`src/rtl/inb_pkg.sv`:
```
// Package for the impulse noise blanker: widths, defaults, register indices
// and the configuration struct. No dependencies.
package inb_pkg;
    localparam int SAMPLE_WIDTH_DEF = 16;
    localparam int DELAY_DEPTH_DEF  = 8;
    localparam int DELAY_OFFSET_DEF = 2;
    localparam int HANG_SAMPLES_DEF = 7;

    localparam int THR_W    = 16;
    localparam int CFG_IDX_W = 2;
    localparam int CFG_DATA_W = 16;
    localparam int RAD_W    = 34;
    localparam int MAG_W    = 17;
    localparam int AVGM_W   = 40;
    localparam int FRAC_SH  = 20;

    localparam logic [CFG_IDX_W-1:0] CFG_THRESHOLD = 2'd0;
    localparam logic [CFG_IDX_W-1:0] CFG_MODE      = 2'd1;

    localparam logic [THR_W-1:0]  THRESHOLD_RST = 16'd845;
    localparam logic [AVGM_W-1:0] AVGM_RST      = 40'd65536;

    typedef struct packed {
        logic [THR_W-1:0] threshold;
        logic             blank_mode;
    } t_cfg;
endpackage

```
`src/rtl/inb_ram.sv`:
```
// Generic single write, single read RAM with registered read data.
// No dependencies.
module inb_ram #(
    parameter int WIDTH = 32,
    parameter int DEPTH = 8
) (
    input  logic                     i_clk,
    input  logic                     i_we,
    input  logic [$clog2(DEPTH)-1:0] i_waddr,
    input  logic [WIDTH-1:0]         i_wdata,
    input  logic                     i_re,
    input  logic [$clog2(DEPTH)-1:0] i_raddr,
    output logic [WIDTH-1:0]         o_rdata
);
    logic [WIDTH-1:0] r_mem [DEPTH];
    logic [WIDTH-1:0] r_rdata;

    always_ff @(posedge i_clk) begin
        if (i_we) begin
            r_mem[i_waddr] <= i_wdata;
        end
        if (i_re) begin
            r_rdata <= r_mem[i_raddr];
        end
    end

    assign o_rdata = r_rdata;
endmodule

```
`src/rtl/inb_queue.sv`:
```
// Short FIFO between the front and back parts of the blanker.
// No dependencies.
module inb_queue #(
    parameter int WIDTH = 66,
    parameter int DEPTH = 2
) (
    input  logic             i_clk,
    input  logic             i_rst_n,
    input  logic             i_push,
    input  logic [WIDTH-1:0] i_data,
    output logic             o_full,
    input  logic             i_pop,
    output logic [WIDTH-1:0] o_data,
    output logic             o_empty
);
    localparam int AW = (DEPTH > 1) ? $clog2(DEPTH) : 1;
    localparam int CW = $clog2(DEPTH + 1);

    logic [WIDTH-1:0] r_mem [DEPTH];
    logic [AW-1:0]    r_wp, r_rp;
    logic [CW-1:0]    r_cnt;

    function automatic logic [AW-1:0] f_inc(input logic [AW-1:0] p);
        f_inc = (p == AW'(DEPTH - 1)) ? '0 : p + 1'b1;
    endfunction

    always_ff @(posedge i_clk) begin
        if (!i_rst_n) begin
            r_wp  <= '0;
            r_rp  <= '0;
            r_cnt <= '0;
        end else begin
            if (i_push) r_wp <= f_inc(r_wp);
            if (i_pop)  r_rp <= f_inc(r_rp);
            if (i_push && !i_pop)      r_cnt <= r_cnt + 1'b1;
            else if (i_pop && !i_push) r_cnt <= r_cnt - 1'b1;
        end
    end

    always_ff @(posedge i_clk) begin
        if (i_push) r_mem[r_wp] <= i_data;
    end

    assign o_full  = (r_cnt == CW'(DEPTH));
    assign o_empty = (r_cnt == '0);
    assign o_data  = r_mem[r_rp];
endmodule

```
`src/rtl/inb_front.sv`:
```
// Front part: accepts a sample, forms i^2+q^2 on one shared multiplier and
// pushes sample and scaled radicand into the queue. Uses inb_pkg.
module inb_front #(
    parameter int SAMPLE_WIDTH = inb_pkg::SAMPLE_WIDTH_DEF
) (
    input  logic                           i_clk,
    input  logic                           i_rst_n,
    input  logic                           i_in_valid,
    output logic                           o_in_stall,
    input  logic signed [SAMPLE_WIDTH-1:0] i_sample_i,
    input  logic signed [SAMPLE_WIDTH-1:0] i_sample_q,
    output logic                           o_push,
    output logic [2*SAMPLE_WIDTH+inb_pkg::RAD_W-1:0] o_push_data,
    input  logic                           i_full
);
    import inb_pkg::*;

    localparam int SW  = SAMPLE_WIDTH;
    localparam int SH  = RAD_W - 2 * SW;
    localparam int SHL = (SH > 0) ? SH : 0;
    localparam int SHR = (SH < 0) ? -SH : 0;

    localparam logic [1:0] F_IDLE = 2'd0;
    localparam logic [1:0] F_SQI  = 2'd1;
    localparam logic [1:0] F_SQQ  = 2'd2;
    localparam logic [1:0] F_PUSH = 2'd3;

    logic [1:0]             r_state, n_state;
    logic signed [SW-1:0]   r_xi, r_xq;
    logic [2*SW-1:0]        r_sum;
    logic signed [SW-1:0]   op;
    logic signed [2*SW-1:0] sq;
    logic [63:0]            wide;
    logic [RAD_W-1:0]       rad;

    assign op   = (r_state == F_SQI) ? r_xi : r_xq;
    assign sq   = op * op;
    assign wide = 64'(r_sum);
    assign rad  = RAD_W'((wide << SHL) >> SHR);

    always_comb begin
        n_state = r_state;
        unique case (r_state)
            F_IDLE: if (i_in_valid) n_state = F_SQI;
            F_SQI:  n_state = F_SQQ;
            F_SQQ:  n_state = F_PUSH;
            F_PUSH: if (!i_full) n_state = F_IDLE;
            default: n_state = F_IDLE;
        endcase
    end

    always_ff @(posedge i_clk) begin
        if (!i_rst_n) begin
            r_state <= F_IDLE;
        end else begin
            r_state <= n_state;
        end
    end

    always_ff @(posedge i_clk) begin
        if (r_state == F_IDLE && i_in_valid) begin
            r_xi <= i_sample_i;
            r_xq <= i_sample_q;
        end
        if (r_state == F_SQI) r_sum <= (2*SW)'(sq);
        if (r_state == F_SQQ) r_sum <= r_sum + (2*SW)'(sq);
    end

    assign o_in_stall  = (r_state != F_IDLE);
    assign o_push      = (r_state == F_PUSH) && !i_full;
    assign o_push_data = {r_xq, r_xi, rad};
endmodule

```
`src/rtl/inb_back.sv`:
```
// Back part: iterative square root, magnitude average, detection and the two
// blanking modes, with an output register. Uses inb_pkg and inb_ram.
module inb_back #(
    parameter int SAMPLE_WIDTH = inb_pkg::SAMPLE_WIDTH_DEF,
    parameter int DELAY_DEPTH  = inb_pkg::DELAY_DEPTH_DEF,
    parameter int DELAY_OFFSET = inb_pkg::DELAY_OFFSET_DEF,
    parameter int HANG_SAMPLES = inb_pkg::HANG_SAMPLES_DEF
) (
    input  logic                           i_clk,
    input  logic                           i_rst_n,
    input  inb_pkg::t_cfg                  i_cfg,
    input  logic                           i_empty,
    input  logic [2*SAMPLE_WIDTH+inb_pkg::RAD_W-1:0] i_data,
    output logic                           o_pop,
    output logic                           o_out_valid,
    input  logic                           i_out_stall,
    output logic signed [SAMPLE_WIDTH-1:0] o_out_i,
    output logic signed [SAMPLE_WIDTH-1:0] o_out_q,
    output logic                           o_was_blanked
);
    import inb_pkg::*;

    localparam int SW   = SAMPLE_WIDTH;
    localparam int AW   = SW + 8;
    localparam int DW   = $clog2(DELAY_DEPTH);
    localparam int HW   = $clog2(HANG_SAMPLES + 1);
    localparam int OFFM = DELAY_OFFSET % DELAY_DEPTH;
    localparam int SCW  = $clog2(MAG_W + 1);

    localparam logic [2:0] S_IDLE = 3'd0;
    localparam logic [2:0] S_SQRT = 3'd1;
    localparam logic [2:0] S_AVG  = 3'd2;
    localparam logic [2:0] S_MUL  = 3'd3;
    localparam logic [2:0] S_DONE = 3'd4;

    logic [2:0]              r_state, n_state;
    logic signed [SW-1:0]    r_xi, r_xq;
    logic [RAD_W-1:0]        r_rad;
    logic [MAG_W+2:0]        r_rem;
    logic [MAG_W-1:0]        r_root;
    logic [SCW-1:0]          r_cnt;
    logic [AVGM_W-1:0]       r_avgm;
    logic [AVGM_W+THR_W-1:0] r_prod;
    logic signed [AW-1:0]    r_avg_i, r_avg_q;
    logic [DW-1:0]           r_wi;
    logic [HW-1:0]           r_hang;
    logic [DELAY_DEPTH-1:0]  r_valid;
    logic                    r_rd_vld;
    logic                    r_out_vld;
    logic signed [SW-1:0]    r_out_i, r_out_q;
    logic                    r_out_blk;

    // square root step
    logic [MAG_W+4:0] rem2;
    logic [MAG_W+4:0] trial;
    assign rem2  = {r_rem, r_rad[RAD_W-1 -: 2]};
    assign trial = (MAG_W+5)'({r_root, 2'b01});

    // magnitude average update
    logic signed [AVGM_W+1:0]         diff;
    logic signed [AVGM_W+FRAC_SH+1:0] acc;
    logic [AVGM_W-1:0]                avgm_new;
    assign diff = $signed({2'b00, (AVGM_W)'(r_root)}) - $signed({2'b00, r_avgm});
    assign acc  = $signed({2'b00, r_avgm, FRAC_SH'(0)})
                + (AVGM_W+FRAC_SH+2)'(diff <<< 10) + (AVGM_W+FRAC_SH+2)'(diff <<< 4)
                + (AVGM_W+FRAC_SH+2)'(diff <<< 3) + (AVGM_W+FRAC_SH+2)'(diff);
    assign avgm_new = AVGM_W'(acc >>> FRAC_SH);

    logic hit;
    assign hit = (AVGM_W+THR_W)'({r_root, 8'd0}) > r_prod;

    // ring indices
    logic [DW:0]   rsum;
    logic [DW-1:0] ri;
    logic [DW-1:0] wi_next;
    assign rsum    = (DW+1)'(r_wi) + (DW+1)'(OFFM);
    assign ri      = (rsum >= (DW+1)'(DELAY_DEPTH)) ? DW'(rsum - (DW+1)'(DELAY_DEPTH))
                                                    : DW'(rsum);
    assign wi_next = (r_wi == '0) ? DW'(DELAY_DEPTH - 1) : r_wi - 1'b1;

    logic [2*SW-1:0] rd_data;
    logic            out_free, fire, ram_we, pop;
    assign out_free = !r_out_vld || !i_out_stall;
    assign pop      = (r_state == S_IDLE) && !i_empty;
    assign fire     = (r_state == S_DONE) && out_free;
    assign ram_we   = fire && !i_cfg.blank_mode;

    inb_ram #(.WIDTH(2*SW), .DEPTH(DELAY_DEPTH)) u_ring (
        .i_clk   (i_clk),
        .i_we    (ram_we),
        .i_waddr (r_wi),
        .i_wdata ({r_xq, r_xi}),
        .i_re    (pop),
        .i_raddr (ri),
        .o_rdata (rd_data)
    );

    // complex average
    logic signed [AW+2:0] nai, naq;
    logic signed [AW-1:0] avg_i_new, avg_q_new;
    logic signed [SW-1:0] rep_i, rep_q;

    function automatic logic signed [SW-1:0] f_round(input logic signed [AW-1:0] a);
        logic signed [AW:0]   t;
        logic signed [SW:0]   o;
        t = (AW+1)'(a) + (AW+1)'(128);
        o = (SW+1)'(t >>> 8);
        if (o > (SW+1)'(2**(SW-1) - 1))       f_round = {1'b0, {(SW-1){1'b1}}};
        else if (o < -(SW+1)'(2**(SW-1)))     f_round = {1'b1, {(SW-1){1'b0}}};
        else                                  f_round = SW'(o);
    endfunction

    assign nai = ((AW+3)'(r_avg_i) * (AW+3)'(3) + ((AW+3)'(r_xi) <<< 8)) >>> 2;
    assign naq = ((AW+3)'(r_avg_q) * (AW+3)'(3) + ((AW+3)'(r_xq) <<< 8)) >>> 2;
    assign avg_i_new = AW'(nai);
    assign avg_q_new = AW'(naq);
    assign rep_i = f_round(avg_i_new);
    assign rep_q = f_round(avg_q_new);

    // delayed sample, with bypass when read and write land on one entry
    logic signed [SW-1:0] dl_i, dl_q;
    logic [HW-1:0]        hc;
    always_comb begin
        if (ri == r_wi) begin
            dl_i = r_xi;
            dl_q = r_xq;
        end else if (r_rd_vld) begin
            dl_i = rd_data[SW-1:0];
            dl_q = rd_data[2*SW-1:SW];
        end else begin
            dl_i = '0;
            dl_q = '0;
        end
        hc = (r_hang == '0 && hit) ? HW'(HANG_SAMPLES) : r_hang;
    end

    always_comb begin
        n_state = r_state;
        unique case (r_state)
            S_IDLE: if (!i_empty) n_state = S_SQRT;
            S_SQRT: if (r_cnt == SCW'(MAG_W - 1)) n_state = S_AVG;
            S_AVG:  n_state = S_MUL;
            S_MUL:  n_state = S_DONE;
            S_DONE: if (out_free) n_state = S_IDLE;
            default: n_state = S_IDLE;
        endcase
    end

    always_ff @(posedge i_clk) begin
        if (!i_rst_n) begin
            r_state   <= S_IDLE;
            r_avgm    <= AVGM_RST;
            r_avg_i   <= '0;
            r_avg_q   <= '0;
            r_wi      <= '0;
            r_hang    <= '0;
            r_valid   <= '0;
            r_out_vld <= 1'b0;
        end else begin
            r_state <= n_state;
            if (r_state == S_AVG) r_avgm <= avgm_new;
            if (fire) begin
                r_out_vld <= 1'b1;
                if (!i_cfg.blank_mode) begin
                    r_valid[r_wi] <= 1'b1;
                    r_wi          <= wi_next;
                    r_hang        <= (hc != '0) ? hc - 1'b1 : hc;
                end else begin
                    r_avg_i <= avg_i_new;
                    r_avg_q <= avg_q_new;
                end
            end else if (r_out_vld && !i_out_stall) begin
                r_out_vld <= 1'b0;
            end
        end
    end

    always_ff @(posedge i_clk) begin
        if (pop) begin
            r_xi     <= i_data[RAD_W +: SW];
            r_xq     <= i_data[RAD_W+SW +: SW];
            r_rad    <= i_data[RAD_W-1:0];
            r_rem    <= '0;
            r_root   <= '0;
            r_cnt    <= '0;
            r_rd_vld <= r_valid[ri];
        end
        if (r_state == S_SQRT) begin
            r_rad <= r_rad << 2;
            r_cnt <= r_cnt + 1'b1;
            if (rem2 >= trial) begin
                r_rem  <= (MAG_W+3)'(rem2 - trial);
                r_root <= {r_root[MAG_W-2:0], 1'b1};
            end else begin
                r_rem  <= (MAG_W+3)'(rem2);
                r_root <= {r_root[MAG_W-2:0], 1'b0};
            end
        end
        if (r_state == S_MUL) r_prod <= i_cfg.threshold * r_avgm;
        if (fire) begin
            if (!i_cfg.blank_mode) begin
                r_out_blk <= (hc != '0);
                r_out_i   <= (hc != '0) ? '0 : dl_i;
                r_out_q   <= (hc != '0) ? '0 : dl_q;
            end else begin
                r_out_blk <= hit;
                r_out_i   <= hit ? rep_i : r_xi;
                r_out_q   <= hit ? rep_q : r_xq;
            end
        end
    end

    assign o_pop         = pop;
    assign o_out_valid   = r_out_vld;
    assign o_out_i       = r_out_i;
    assign o_out_q       = r_out_q;
    assign o_was_blanked = r_out_blk;
endmodule

```
`src/rtl/impulse_noise_blanker.sv`:
```
// Impulse noise blanker top level: configuration registers, front, queue, back.
// Path from accepted sample to result valid: front (square I, square Q, push),
// queue pop, the iterative square root, average, multiply, result register.
// The front stalls input until it has pushed its sample; the rate is set by the back.
// Reset (synchronous, active low) restores threshold 845, mode 0, average
// magnitude 1.0, cleared averages, ring marked empty (reads as zero), hang 0.
module impulse_noise_blanker #(
    parameter int SAMPLE_WIDTH = inb_pkg::SAMPLE_WIDTH_DEF,
    parameter int DELAY_DEPTH  = inb_pkg::DELAY_DEPTH_DEF,
    parameter int DELAY_OFFSET = inb_pkg::DELAY_OFFSET_DEF,
    parameter int HANG_SAMPLES = inb_pkg::HANG_SAMPLES_DEF
) (
    input  logic                           i_clk,
    input  logic                           i_rst_n,
    input  logic                           i_cfg_we,
    input  logic [inb_pkg::CFG_IDX_W-1:0]  i_cfg_idx,
    input  logic [inb_pkg::CFG_DATA_W-1:0] i_cfg_data,
    input  logic                           i_in_valid,
    output logic                           o_in_stall,
    input  logic signed [SAMPLE_WIDTH-1:0] i_sample_i,
    input  logic signed [SAMPLE_WIDTH-1:0] i_sample_q,
    output logic                           o_out_valid,
    input  logic                           i_out_stall,
    output logic signed [SAMPLE_WIDTH-1:0] o_out_i,
    output logic signed [SAMPLE_WIDTH-1:0] o_out_q,
    output logic                           o_was_blanked
);
    import inb_pkg::*;

    localparam int QW = 2 * SAMPLE_WIDTH + RAD_W;

    t_cfg r_cfg;

    // hold configuration; ignore indices beyond the register list
    always_ff @(posedge i_clk) begin
        if (!i_rst_n) begin
            r_cfg.threshold  <= THRESHOLD_RST;
            r_cfg.blank_mode <= 1'b0;
        end else if (i_cfg_we) begin
            unique case (i_cfg_idx)
                CFG_THRESHOLD: r_cfg.threshold  <= i_cfg_data[THR_W-1:0];
                CFG_MODE:      r_cfg.blank_mode <= i_cfg_data[0];
                default: ;
            endcase
        end
    end

    logic          push, full, pop, empty;
    logic [QW-1:0] push_data, pop_data;

    // front: accept and square
    inb_front #(.SAMPLE_WIDTH(SAMPLE_WIDTH)) u_front (
        .i_clk       (i_clk),
        .i_rst_n     (i_rst_n),
        .i_in_valid  (i_in_valid),
        .o_in_stall  (o_in_stall),
        .i_sample_i  (i_sample_i),
        .i_sample_q  (i_sample_q),
        .o_push      (push),
        .o_push_data (push_data),
        .i_full      (full)
    );

    // decouple the two parts
    inb_queue #(.WIDTH(QW), .DEPTH(2)) u_queue (
        .i_clk   (i_clk),
        .i_rst_n (i_rst_n),
        .i_push  (push),
        .i_data  (push_data),
        .o_full  (full),
        .i_pop   (pop),
        .o_data  (pop_data),
        .o_empty (empty)
    );

    // back: root, average, detect, blank
    inb_back #(
        .SAMPLE_WIDTH (SAMPLE_WIDTH),
        .DELAY_DEPTH  (DELAY_DEPTH),
        .DELAY_OFFSET (DELAY_OFFSET),
        .HANG_SAMPLES (HANG_SAMPLES)
    ) u_back (
        .i_clk         (i_clk),
        .i_rst_n       (i_rst_n),
        .i_cfg         (r_cfg),
        .i_empty       (empty),
        .i_data        (pop_data),
        .o_pop         (pop),
        .o_out_valid   (o_out_valid),
        .i_out_stall   (i_out_stall),
        .o_out_i       (o_out_i),
        .o_out_q       (o_out_q),
        .o_was_blanked (o_was_blanked)
    );
endmodule
```
`config.mk`:
```
export PLATFORM = sky130hd
export DESIGN_NAME = impulse_noise_blanker
export DESIGN_NICKNAME = d
export VERILOG_FILES = /design/src/rtl/inb_pkg.sv /design/src/rtl/inb_ram.sv /design/src/rtl/inb_queue.sv /design/src/rtl/inb_front.sv /design/src/rtl/inb_back.sv /design/src/rtl/impulse_noise_blanker.sv
export SDC_FILE = /design/constraint.sdc
export NUM_CORES = 2
export LEC_CHECK = 0
export BUFFER_PORTS_ARGS = -buffer_cell sky130_fd_sc_hd__buf_2
export CORE_ASPECT_RATIO = 0.5
export CORE_MARGIN = 8
export CORE_UTILIZATION = 55
export DETAILED_ROUTE_END_ITERATION = 7
export PLACE_DENSITY = 0.71
export SYNTH_ARGS = -nofsm -noshare
export SYNTH_HDL_FRONTEND = slang
export SYNTH_HIERARCHICAL = 1
export SYNTH_SLANG_ARGS = --single-unit
```
`constraint.sdc`:
```
create_clock -name i_clk -period 25.2 [get_ports i_clk]
set_clock_uncertainty 0.1 [all_clocks]
set_input_delay 2.52 -clock i_clk [delete_from_list [all_inputs] [get_ports i_clk]]
set_output_delay 2.52 -clock i_clk [all_outputs]
set_load 0.02 [all_outputs]
```
==> impl_metrics.ini <==
[status]
status = finished, final reports clean

[floorplanning]
fp-row-count = 95
chipHeight_um = 276
ios = 90
core-area_mm2 = 0.134
dieArea_mm2 = 0.148
die_w_um = 536
start_util_pct = 55.5

[critical_path]
r2r-start = u_front/r_state[1]
rrSetupSlack_ns = 14.99
crit_slowest_cell = ha_1
cp_common_cell = inv_1
rr_endpoint = u_front/r_sum[31]
required_ns = 25.49
start_kind = flip-flop
reg2reg_depth = 35
path_class = reg2reg
end_kind = flip-flop
cpPeakStageDelay_ns = 0.85
worst-path-max-fanout = 18
worstPathArrival_ns = 10.49

[logic_synthesis]
synth_commonest_cells = inv_1 (1309), fa_1 (849), nand2_1 (844), edfxtp_1 (680), ha_1 (567)
syn_avg_cell_area_um2 = 10.4
yosysUniqueCellTypes = 103
synth-seq-cells = 812
synth_top_area_share_pct = 27.4
synthArstFlopShare_pct = 0
synth_area_leaders = edfxtp_1 (27%), fa_1 (23%), ha_1 (9.5%), inv_1 (6.6%), nand2_1 (4.3%)
postSynthCellCount = 7163
synth_edf_count = 680
ys.flop_type = edfxtp_1
yosys.area.top_type = edfxtp_1
yosys_warnings = 6
seq_area_frac_synth_pct = 31.0
netlist_area_mm2 = 0.0745
synth.most_common_cell = inv_1

[global_route]
grt_max_degree = 75
antenna_found_initial = 1
grt_first_pass_wirelength_mm = 285
overflow = 0
grt_pass1_vias = 52200
grt_usage_pct = 24.1

[placement]
dp.cells = 8863
io_buffer_count = 89
placedInstanceArea_mm2 = 0.0768
place_congestion = 0.889
post-place-ws_ns = 15.20
dp_hpwl_mm = 128

[timing]
fin_crit_sh_pct = 40.5
hold_violations = 0
final.setup.tns_ns = 0
timing.max_slew.rel_slack_pct = 28.1
finalSetupViolCount = 0
worst_pin_slew_ns = 1.08
rsz0062_at_grt = false
fin_ws_ns = 14.99
finalCriticalPeriod_ns = 10.21
max_freq_mhz = 98.0
report.final.slew_viol_count = 0

[finish]
final_nets = 8621
drive_gt1_share_pct = 7.61
stdcell_count = 9009
syn_to_final_growth_pct = 6.85
design_area_mm2 = 0.0796

[min_path]
min_from = u_back/r_avg_q[0]
min_to = u_back/r_avg_q[0]
hold_class = reg2reg
hold_depth = 2

[run]
maxCapViolations = 0

[route]
num_vias = 50800
antenna_left = 0
drt_iter0_markers = 3436
viasPerCell = 5.63
first_pass_iters = 6
route.detailed.drc = 0
routed_wl_mm = 177
wl_per_cell_um = 19.7

[clocking]
cts_tree = done
path_clk_slew_ns = 0.07
cts_max_level = 3
cts-root-buf = clkbuf_16
clk_latency_ns = 0.71
cts_made_buffers = 79
cts_resized = 0
clockBufferDepth = 3
cts.sinks = 812
postCtsSetupBuffers = 0
ctsHoldBuffers = 0
state kept, by name (all words and copies together) (netlist names), 17 cells and up, named ones only:
signal	flops
u_back/r_avg_i	24
u_front/r_sum	32
u_back/r_prod	56
r_cfg	17
u_back/u_ring/o_rdata	32
u_back/r_rad	34
u_back/r_root	17
u_back/u_ring/r_mem	256
u_back/r_avgm	40
u_queue/r_mem	132
u_back/r_avg_q	24
u_back/r_rem	20
metrics by stage:
stage               hold WS (ns)  utilization, %
detailed placement         0.343            57.2
global placement           0.337            57.2
global route               0.383            59.3
finish                     0.351            59.3
CTS                        0.353            59.3
floorplan                  0.331               -
logic make-up after synthesis:
| kind of cell | synth area share [%] |
|---|---|
| AND/OR/NAND/NOR | 11.1 |
| buffers and inverters | 8.23 |
| adder cells (fa/ha/maj) | 32.5 |
| AO/OA/AOI/OAI | 8.59 |
| flip-flops | 31.0 |
| XOR/XNOR | 3.85 |
| multiplexers | 4.74 |
| other | 0.00503 |
worst max path at each step:
stage,depth (start not counted),start,slack (ns),endpoint
floorplan,35,u_front/r_state[1],16.69,u_front/r_sum[28]
global placement,35,u_front/r_state[1],15.45,u_front/r_sum[31]
detailed placement,33,u_front/r_state[1],15.20,u_front/r_sum[31]
CTS,35,u_front/r_state[1],15.10,u_front/r_sum[31]
global route,35,u_front/r_state[1],14.43,u_front/r_sum[31]
finish,35,u_front/r_state[1],14.99,u_front/r_sum[31]
layout make-up:
cell class / count / area [um^2]
multi-input combinational: 4757 / 45400
clock buffer: 97 / 2110
inverter: 1313 / 4930
clock inverter: 48 / 642
antenna: 1 / 2.50
sequential: 812 / 23100
fill: 11200 / 54700
timing repair buffer: 187 / 1180
tap: 1794 / 2240
critical path: cells and delay by family, from the launching register on:
family	cells	cell delay [ns]
adder cells (fa/ha/maj)	9	4.56
AO/OA/AOI/OAI	9	1.89
AND/OR/NAND/NOR	7	1.12
buffers and inverters	7	0.87
multiplexers	2	0.84
flip-flops	1	0.34
XOR/XNOR	1	0.14
layer usage:
| metal | wire length (um) | vias to the layer above | global-route usage (%) |
|---|---|---|---|
| li1 | - | 23500 | - |
| met1 | 72600 | 25400 | 30.6 |
| met2 | 89000 | 1503 | 42.7 |
| met3 | 9320 | 386 | 3.04 |
| met4 | 6420 | 0 | 7.88 |
| met5 | 0 | - | 0 |
layout by cell type, fill, tap and decap left out, drive strengths merged, types with 77 or more instances in the layout:
master,instances
nand3,77
xor2,96
mux2,125
nor2,307
dfxtp,132
a21oi,311
clkbuf,97
ha,567
fa,849
o21ai,166
inv,1319
xnor2,230
edfxtp,680
and2,229
a21o,160
buf,187
nand2,844
Power is not shown: default switching activity piles up to over one toggle a cycle in this logic, so the estimate is an artifact.
